$ cat src/hdl/lacd_pkg.sv
// ----------------------------------------------------------------------------
// lacd_pkg
// Shared types and constants for the LRU address cache directory.
// ----------------------------------------------------------------------------
package lacd_pkg;

  localparam int unsigned ADDR_W = 64;
  localparam int unsigned SLOT_W = 8;

  typedef enum logic [2:0] {
    ST_IDLE,
    ST_SEARCH,
    ST_LINK_RD,
    ST_UNLINK_OLDER,
    ST_UNLINK_NEWER,
    ST_LINK_OLD,
    ST_LINK_NEW,
    ST_DONE
  } lacd_state_e;

  // Half-entry write enables of the link memory.
  typedef struct packed {
    logic newer;
    logic older;
  } lacd_link_we_t;

endpackage

$ cat src/hdl/lacd_ctrl.sv
// ----------------------------------------------------------------------------
// lacd_ctrl
// Sequencer: scans the key store, then relinks the recency list.
// ----------------------------------------------------------------------------
module lacd_ctrl #(
  parameter int unsigned ENTRIES = 256,
  parameter int unsigned IDX_W   = 8,
  parameter int unsigned CNT_W   = 9
) (
  input  logic                        clk_i,
  input  logic                        rst_ni,
  input  logic                        in_valid_i,
  output logic                        in_stall_o,
  input  logic [lacd_pkg::ADDR_W-1:0] lookup_address_i,
  output logic                        out_valid_o,
  input  logic                        out_stall_i,
  output logic                        hit_o,
  output logic [lacd_pkg::SLOT_W-1:0] slot_o,
  output logic                        reclaimed_o,
  // key memory
  output logic                        key_we_o,
  output logic [IDX_W-1:0]            key_waddr_o,
  output logic [lacd_pkg::ADDR_W-1:0] key_wdata_o,
  output logic [IDX_W-1:0]            key_raddr_o,
  input  logic [lacd_pkg::ADDR_W-1:0] key_rdata_i,
  // link memory
  output lacd_pkg::lacd_link_we_t     link_we_o,
  output logic [IDX_W-1:0]            link_waddr_o,
  output logic [IDX_W-1:0]            link_wdata_o,
  output logic [IDX_W-1:0]            link_raddr_o,
  input  logic [IDX_W-1:0]            link_rd_newer_i,
  input  logic [IDX_W-1:0]            link_rd_older_i
);
  import lacd_pkg::*;

  lacd_state_e state_q, state_d;

  logic [ADDR_W-1:0] addr_q;
  logic [IDX_W-1:0]  scan_q, chk_q, slot_q, newer_q, older_q, mr_q, lr_q;
  logic              chk_vld_q, hit_q, evict_q;
  logic [CNT_W-1:0]  used_q;
  logic              out_valid_q, out_hit_q, out_recl_q;
  logic [SLOT_W-1:0] out_slot_q;

  logic              match, last, full, in_acc, out_load;
  logic [IDX_W-1:0]  fresh_slot;
  logic [IDX_W+SLOT_W-1:0] slot_ext;

  assign in_acc     = in_valid_i && (state_q == ST_IDLE);
  assign match      = chk_vld_q && (key_rdata_i == addr_q);
  assign last       = (used_q == '0) ||
                      (chk_vld_q && ((CNT_W'(chk_q) + CNT_W'(1)) == used_q));
  assign full       = (used_q == CNT_W'(ENTRIES));
  assign fresh_slot = used_q[IDX_W-1:0];
  assign out_load   = (state_q == ST_DONE) && (!out_valid_q || !out_stall_i);
  assign slot_ext   = {{SLOT_W{1'b0}}, slot_q};

  // Next state
  always_comb begin
    state_d = state_q;
    case (state_q)
      ST_IDLE: begin
        if (in_acc) state_d = ST_SEARCH;
      end
      ST_SEARCH: begin
        if (match) begin
          state_d = (chk_q == mr_q) ? ST_DONE : ST_LINK_RD;
        end else if (last) begin
          if (!full) begin
            state_d = (used_q == '0) ? ST_DONE : ST_LINK_OLD;
          end else begin
            state_d = (lr_q == mr_q) ? ST_DONE : ST_LINK_RD;
          end
        end
      end
      ST_LINK_RD:      state_d = ST_UNLINK_OLDER;
      ST_UNLINK_OLDER: state_d = ST_UNLINK_NEWER;
      ST_UNLINK_NEWER: state_d = ST_LINK_OLD;
      ST_LINK_OLD:     state_d = ST_LINK_NEW;
      ST_LINK_NEW:     state_d = ST_DONE;
      ST_DONE: begin
        if (out_load) state_d = ST_IDLE;
      end
      default:         state_d = ST_IDLE;
    endcase
  end

  // Memory controls
  always_comb begin
    key_we_o     = 1'b0;
    key_waddr_o  = fresh_slot;
    key_wdata_o  = addr_q;
    key_raddr_o  = scan_q;
    link_we_o    = '0;
    link_waddr_o = slot_q;
    link_wdata_o = mr_q;
    link_raddr_o = slot_q;
    case (state_q)
      ST_SEARCH: begin
        if (!match && last) begin
          key_we_o    = 1'b1;
          key_waddr_o = full ? lr_q : fresh_slot;
        end
      end
      ST_UNLINK_OLDER: begin
        // older_link[newer] = older
        link_we_o.older = 1'b1;
        link_waddr_o    = link_rd_newer_i;
        link_wdata_o    = link_rd_older_i;
      end
      ST_UNLINK_NEWER: begin
        // newer_link[older] = newer, unless the slot was the back
        link_we_o.newer = (slot_q != lr_q);
        link_waddr_o    = older_q;
        link_wdata_o    = newer_q;
      end
      ST_LINK_OLD: begin
        link_we_o.older = 1'b1;
        link_waddr_o    = slot_q;
        link_wdata_o    = mr_q;
      end
      ST_LINK_NEW: begin
        link_we_o.newer = 1'b1;
        link_waddr_o    = mr_q;
        link_wdata_o    = slot_q;
      end
      default: ;
    endcase
  end

  always_ff @(posedge clk_i or negedge rst_ni) begin
    if (!rst_ni) begin
      state_q     <= ST_IDLE;
      chk_vld_q   <= 1'b0;
      mr_q        <= '0;
      lr_q        <= '0;
      used_q      <= '0;
      out_valid_q <= 1'b0;
    end else begin
      state_q <= state_d;
      if (state_q == ST_SEARCH) begin
        chk_vld_q <= 1'b1;
      end else begin
        chk_vld_q <= 1'b0;
      end
      if (state_q == ST_SEARCH && !match && last) begin
        if (!full) begin
          used_q <= used_q + CNT_W'(1);
          if (used_q == '0) begin
            mr_q <= fresh_slot;
            lr_q <= fresh_slot;
          end
        end
      end
      if (state_q == ST_UNLINK_NEWER && slot_q == lr_q) begin
        lr_q <= newer_q;
      end
      if (state_q == ST_LINK_NEW) begin
        mr_q <= slot_q;
      end
      if (out_load) begin
        out_valid_q <= 1'b1;
      end else if (!out_stall_i) begin
        out_valid_q <= 1'b0;
      end
    end
  end

  // Datapath registers
  always_ff @(posedge clk_i) begin
    if (in_acc) begin
      addr_q  <= lookup_address_i;
      scan_q  <= '0;
      hit_q   <= 1'b0;
      evict_q <= 1'b0;
    end
    if (state_q == ST_SEARCH) begin
      // advance the scan; read data arrives in the cycle after its address
      scan_q <= scan_q + IDX_W'(1);
      chk_q  <= scan_q;
      if (match) begin
        slot_q <= chk_q;
        hit_q  <= 1'b1;
      end else if (last) begin
        slot_q  <= full ? lr_q : fresh_slot;
        evict_q <= full;
      end
    end
    if (state_q == ST_UNLINK_OLDER) begin
      newer_q <= link_rd_newer_i;
      older_q <= link_rd_older_i;
    end
    if (out_load) begin
      out_hit_q  <= hit_q;
      out_slot_q <= slot_ext[SLOT_W-1:0];
      out_recl_q <= evict_q;
    end
  end

  assign in_stall_o  = (state_q != ST_IDLE);
  assign out_valid_o = out_valid_q;
  assign hit_o       = out_hit_q;
  assign slot_o      = out_slot_q;
  assign reclaimed_o = out_recl_q;

endmodule

$ cat config.mk
export PLATFORM = sky130hd
export DESIGN_NAME = lacd_ctrl
export DESIGN_NICKNAME = d
export VERILOG_FILES = /design/src/hdl/lacd_pkg.sv /design/src/hdl/lacd_ctrl.sv
export SDC_FILE = /design/constraint.sdc
export NUM_CORES = 1
export LEC_CHECK = 0
export BUFFER_PORTS_ARGS = -buffer_cell sky130_fd_sc_hd__buf_4
export CORE_AREA = 2 2 119 121
export DETAILED_ROUTE_END_ITERATION = 10
export DIE_AREA = 0 0 121 123
export GPL_TIMING_DRIVEN = 0
export PLACE_DENSITY = 0.84
export SYNTH_ARGS = -nofsm -noshare
export SYNTH_HDL_FRONTEND = slang
export SYNTH_SLANG_ARGS = --single-unit
export TNS_END_PERCENT = 100
$ cat constraint.sdc
create_clock -name clk_i -period 5.18 [get_ports clk_i]
set_input_delay 0.518 -clock clk_i [delete_from_list [all_inputs] [get_ports clk_i]]
set_output_delay 0.518 -clock clk_i [all_outputs]
set_load 0.01 [all_outputs]
==> out/results.tsv, run 1 <==
metric	value	unit
avgRoutedWirePerCell	21.9	um
antenna_found_initial	0	
cp.required	4.66	ns
fin_setup_tns	0	ns
clk_pin_slew	0.06	ns
seqPwrFrac	38.6	%
cts.sinks	146	
coreArea	13600	um^2
first_iter_violations	641	
die-area	14900	um^2
yosysWarnings	0	
crit_path_start_kind	flip-flop	
crit_start	key_wdata_o[46]	
synthToLayoutAreaGrowth	40.1	%
num_rows	43	
clkPwrFrac	28.2	%
ys_top_cells_by_area	edfxtp_1, dfrtp_1, xnor2_1	
critPathSlowestCell	o21ai_2	
grtUsageTotal	31.0	%
avgSynthCellArea	12.1	um^2
synth_fp_nets	748	
via_per_inst	5.80	
numCtsBuffers	17	
dpl_cell_area	9450	um^2
stdcell_count	1076	
root_buffer	clkbuf_16	
rsz0062_at_grt	no	
hold_path_class	in2async	
drc	0	
layout_setup_ws	1.22	ns
yosys-top-cells-count	edfxtp_1, xnor2_1, nand2_1	
timing.fmax	0.253	GHz
ys_seq_area_share	58.5	%
netlist.area_leader.share	47.5	%
cts_tree	built	
syn_area	7200	um^2
ff2ff_path_depth	8	
drt-total-wl	23600	um
path_class	reg2out	
maxCapViolCount	0	
max-slew-margin-rel	32.8	%
htreeDepth	4	
fillers	899	
worst_pin_slew	0.999	ns
ant_nets	0	
synthCells	596	
ir_worst_vdd	0.000257	V
synth_edf_count	114	
start_util	52.9	%
min_period_over_period	76.4	%
drv_slew	0	
ys_types	59	
r2r_setup_slack	1.73	ns
grt_pass1_vias	6261	
clock_path_buffers	2	
grt_max_degree	45	
clock_skew	0.0119	ns
arrival	3.44	ns
setup_viol	0	
combPwrFrac	33.2	%
die_h	123	um
critical_path.cell_chain	nor2b_1 > a2111o_1 > nor4_1 > nand4_1 > o21ai_2 > nor2_1 > a31o_2 > buf_4	
io_pins	267	
p_leak	4.14	nW
gp_congestion	0.932	
ys.flop_type	edfxtp_1	
globalRouteOverflowTotal	0	
hold_viol	0	
synth_most_common_cell	edfxtp_1	
io_buffers	266	
status	complete, no violations	
fin_util	74.1	%
ys_async_sr_fraction	20.5	%
ys_ff_latch	146	
max_stage_delay	0.62	ns
r2r-start	key_wdata_o[46]	
register_area	4210	um^2
post-place-ws	1.58	ns
dp_cells	1043	
power_density	468	nW/um^2
fin_nets	1034	
multiInputGateArea	2810	um^2
vias	6237	
p_sw_share	32.9	%
p_int	3.17	mW
yosys.area.top_type	edfxtp_1	
stdcell_area	10100	um^2
die_w	121	um
hold_buffers	0	
rr_endpoint	link_raddr_o[7]	
period_minus_slack	3.96	ns
setup.worst_path.end_class	output port	
grt_pass1_wl	34100	um
crit_path_max_fanout	10	
hpwlAfterDp	17800	um
layout-drive-gt1-share	36.8	%
first_pass_iters	5	
post_cts_buffers	0	
switching_power	1.55	mW
cts-resized-gates	0	
clk_latency	0.43	ns
## worst max-delay path: cells and delay by family (launching register included)
kind | cells | cell delay (ns)
flops | 1 | 0.41
compound gates | 3 | 1.27
buf+inv | 1 | 0.14
simple gates | 4 | 1.20
## registers in the layout, summed over array words and instances, names as in the netlist, 3 cells and up
signal	flops
used_q	9
link_raddr_o	8
older_q	8
slot_o	8
mr_q	8
lr_q	8
chk_q	8
newer_q	8
key_raddr_o	8
state_q	3
key_wdata_o	64
## power by group through the flow
stage                     combinational [mW]  clock, mW  sequential [mW]
final                                   1.57       1.33             1.82
after global routing                    1.69       1.39             1.84
after CTS                               1.56       1.34             1.81
after detailed placement                1.55          0             1.82
after global placement                  1.49          0             1.83
after floorplan                        0.863          0             1.79
## cell usage in the layout (no fill, tap or decap), types with 11 or more instances in the layout
cell / instances
nand2_1: 60
o21ai_0: 20
nor4_1: 12
buf_4: 267
dfrtp_1: 30
clkbuf_1: 22
nand4_1: 12
clkbuf_16: 17
xnor2_1: 62
mux2i_1: 20
nor2_1: 28
o221a_2: 16
nand3_1: 18
inv_1: 20
xor2_1: 33
nor2b_1: 11
edfxtp_1: 114
## metal layers
metal,share of wire [%],wire length [um],track usage [%],up-vias
met5,0,0,0,-
met4,3.0,708,12.9,0
met3,9.2,2170,8.86,61
met2,50,11900,53.4,403
met1,37,8800,36.4,3000
li1,-,-,-,2773
## through the flow
| stage | power, mW | hold WS (ns) |
|---|---|---|
| finish | 4.72 | 0.0218 |
| detailed placement | 3.37 | 0.430 |
| global route | 4.92 | 0.0488 |
| CTS | 4.71 | 0.0285 |
| floorplan | 2.65 | 0.222 |
| global placement | 3.32 | 0.417 |
## kinds of logic after synthesis
logic type      share of synthesized area (%)
compound gates                           9.80
buf+inv                                  2.55
fa+ha+maj                               0.695
flops                                    58.5
simple gates                             13.8
xor+xnor                                 11.6
mux                                      3.09
## worst max-delay path by stage
stage | endpoint | slack (ns) | depth (start not counted)
3_5_place_dp | key_waddr_o[7] | 1.58 | 9
5_1_grt | key_waddr_o[7] | 1.11 | 8
4_1_cts | key_waddr_o[7] | 1.26 | 8
3_3_place_gp | key_waddr_o[7] | 1.62 | 9
2_1_floorplan | link_raddr_o[0] | 2.31 | 8
6_report | key_waddr_o[7] | 1.22 | 8
## cell type report
class                   instances  share of cell area (%)
inverters                      21                   0.781
multi-input cells             403                    27.9
clock inverters                11                    1.82
repair buffers                267                    20.0
plain buffers                  26                    1.04
well taps                     180                    2.23
clock buffers                  21                    4.46
flip-flops and latches        146                    41.8
diodes                          1                  0.0248
Power figures use the tool's default switching activity.
==> inputs of run 2 (changes only) <==
--- a/config.mk
+++ b/config.mk
@@ -6,11 +6,11 @@
 export NUM_CORES = 1
 export LEC_CHECK = 0
 export BUFFER_PORTS_ARGS = -buffer_cell sky130_fd_sc_hd__buf_4
-export CORE_AREA = 2 2 119 121
+export CORE_AREA = 2 2 130 132
 export DETAILED_ROUTE_END_ITERATION = 10
-export DIE_AREA = 0 0 121 123
+export DIE_AREA = 0 0 132 134
 export GPL_TIMING_DRIVEN = 0
-export PLACE_DENSITY = 0.84
+export PLACE_DENSITY = 0.75
 export SYNTH_ARGS = -nofsm -noshare
 export SYNTH_HDL_FRONTEND = slang
 export SYNTH_SLANG_ARGS = --single-unit
==> constraint.sdc (replaced) <==
create_clock -name clk_i -period 3.55 [get_ports clk_i]
set_input_delay 0.355 -clock clk_i [delete_from_list [all_inputs] [get_ports clk_i]]
set_output_delay 0.355 -clock clk_i [all_outputs]
set_load 0.01 [all_outputs]
==> run 2 against run 1 <==
Core utilization down 12 points. Via count shrank 4.0%. First-iteration DRC count shrank 35%. Combinational power up 46%. Flip-flop and latch count stayed put. Count of clock-buffer cells in the layout shrank 4. Critical endpoint unchanged. Register-to-register slack got worse by 1.4 ns. Non-clock buffer count is 7 higher. Sequential power increased by 44%. Highest routed layer unchanged. Critical path depth up 2.
==> out/results.tsv, run 2 (same netlist as run 1, synthesis figures left out) <==
metric	value	unit	change
maxCapViolCount	0		unchanged
mostFrequentLayoutCell	buf_4		unchanged
clock_skew	0.0142	ns	was 0.0119 ns
max-slew-margin-rel	31.3	%	was 32.8%
fillers	1337		was 899
io_pins	267		unchanged
worst_pin_slew	1.02	ns	was 0.999 ns
first_pass_iters	5		unchanged
power_density	663	nW/um^2	was 468 nW/um^2
r2r_setup_slack	0.36	ns	was 1.73 ns
numCtsBuffers	17		unchanged
grt_pass1_wl	33800	um	was 34,100 um
fin_nets	1041		was 1,034
status	complete, no violations		unchanged
min_delay_path_depth	1		
avgRoutedWirePerCell	20.3	um	was 21.9 um
grt_max_degree	45		unchanged
grt_pass1_vias	5973		was 6,261
arrival	3.05	ns	was 3.44 ns
antenna_found_initial	0		unchanged
die_h	134	um	was 123 um
htreeDepth	4		unchanged
ant_nets	0		unchanged
gp_congestion	0.889		was 0.932
coreArea	16300	um^2	was 13,600 um^2
path_class	reg2out		unchanged
antenna_cells	0		was 1
r2r-start	key_wdata_o[36]		was key_wdata_o[46]
layout_common_cells	buf_4, edfxtp_1, xnor2_1		unchanged
drc	0		unchanged
via_per_inst	5.34		was 5.80
io_buffers	266		unchanged
cts_tree	built		unchanged
hold_path_class	in2reg		was in2async
rr_endpoint	link_raddr_o[4]		was link_raddr_o[7]
setup.worst_path.end_class	output port		unchanged
crit_path_max_fanout	10		unchanged
hold_end	key_wdata_o[9]		
timing.fmax	0.293	GHz	
clk_latency	0.42	ns	was 0.43 ns
die-area	17700	um^2	was 14,900 um^2
setup_viol	0		unchanged
start_util	44.2	%	was 52.9%
first_iter_violations	416		was 641
hp-start	lookup_address_i[9]		
synthToLayoutAreaGrowth	41.5	%	was 40.1%
largest_register_ffs	64		unchanged
hpwlAfterDp	17400	um	was 17,800 um
period_minus_slack	3.41	ns	
cpLargestDelayFamily	compound AO/OA/AOI/OAI gates		unchanged
critPathSlowestCell	edfxtp_1		was o21ai_2
clock_path_buffers	2		unchanged
crit_buf_inv	2		was 1
critical_path.cell_chain	ha_2 > nand2_1 > nor2_1 > o311ai_0 > a21oi_1 > a31oi_2 > clkbuf_4 > nor2_2 > a31o_2 > buf_4		was nor2b_1 > a2111o_1 > nor4_1 > nand4_1 > o21ai_2 > nor2_1 > a31o_2 > buf_4
fin_util	62.6	%	was 74.1%
fin_setup_tns	0	ns	unchanged
p_leak	4.16	nW	was 4.14 nW
ff2ff_path_depth	9		was 8
grtUsageTotal	25.2	%	was 31.0%
hold_viol	0		unchanged
max_stage_delay	0.53	ns	was 0.62 ns
cp.required	3.19	ns	was 4.66 ns
drv_slew	0		unchanged
num_rows	47		was 43
min_period_over_period	96.0	%	
die_w	132	um	was 121 um
clk_pin_slew	0.07	ns	was 0.06 ns
globalRouteOverflowTotal	0		unchanged
ir_worst_vdd	0.000344	V	was 0.000257 V
rsz0062_at_grt	no		unchanged
drt-total-wl	22800	um	was 23,600 um
layout-drive-gt1-share	37.7	%	was 36.8%
root_buffer	clkbuf_16		unchanged
cts.sinks	146		unchanged
crit_start	chk_q[1]		was key_wdata_o[46]
crit_path_start_kind	flip-flop		unchanged
vias	5987		was 6,237
run 2: cell types whose count changed in the layout (fill, tap and decap cells not counted), sizes merged:
cell | before | now
bufinv | 5 | 3
inv | 21 | 23
clkbuf | 40 | 37
diode | 1 | 0
buf | 274 | 279
dlygate4sd3 | 0 | 1
clkinv | 4 | 8
run 2: worst max-delay path by stage:
| stage | cells past startpoint | end | slack, ns |
|---|---|---|---|
| finish | 10 | key_waddr_o[7] | 0.14 |
| global placement | 9 | link_raddr_o[3] | 0.09 |
| floorplan | 8 | link_raddr_o[0] | 0.77 |
| detailed placement | 9 | link_raddr_o[3] | 0.06 |
| global route | 8 | key_waddr_o[1] | 0.03 |
| CTS | 9 | key_waddr_o[7] | 0.03 |
run 2: final cells by class:
class | instances | area, um^2 | share of cell area (%)
flip-flops and latches | 146 | 4210 | 41.3
plain buffers | 26 | 108 | 1.06
clock buffers | 17 | 425 | 4.17
well taps | 220 | 275 | 2.70
inverters | 21 | 78.8 | 0.773
multi-input cells | 403 | 2840 | 27.8
repair buffers | 274 | 2070 | 20.3
clock inverters | 15 | 183 | 1.79
run 2: worst register-to-register path, stage by stage, from the launching register on:
cell	delay, ns
edfxtp_1	0.42
nor2b_1	0.16
a2111o_1	0.40
or4_1	0.57
nor4_4	0.28
buf_4	0.18
buf_4	0.12
buf_4	0.17
nor2b_1	0.06
nor2_1	0.47
run 2: metrics by stage:
| stage | setup slack (ns) | area [um^2] | power (mW) | instances | hold WS (ns) |
|---|---|---|---|---|---|
| after floorplan | 0.769 | 7200 | 3.87 | 596 | 0.0594 |
| after global placement | 0.0886 | 9480 | 4.86 | 1082 | 0.310 |
| after detailed placement | 0.0635 | 9500 | 4.90 | 1083 | 0.311 |
| after CTS | 0.0308 | 10200 | 6.78 | 1118 | 0.0890 |
| after global routing | 0.0294 | 10200 | 7.06 | 1122 | 0.0870 |
| final | 0.143 | 10200 | 6.76 | 1122 | 0.102 |
run 2: power breakdown:
part / total [mW] / internal, mW / switching [mW]
Sequential: 2.62 / 2.27 / 0.349
Combinational: 2.29 / 1.10 / 1.18
Clock: 1.85 / 1.11 / 0.739
Total: 6.76 / 4.49 / 2.27
run 2: per-layer routing:
layer / track usage, % / part of all wire [%] / wire, um / up-vias
met5: 0 / 0 / 0 / -
met4: 8.33 / 2.4 / 547 / 0
met3: 8.96 / 9.5 / 2160 / 41
met2: 44.2 / 52 / 11800 / 311
met1: 28.6 / 37 / 8330 / 2853
li1: - / - / - / 2782
run 2: timing repair:
action | 4_1_cts | 5_1_grt
buffers inserted | 2 | 4
endpoints found under the setup margin | 8 | 2
pin swaps | 3 | 2
hold buffers | 1 | 0
gates resized for setup | 3 | 3
endpoints found under the hold margin | 30 | 0
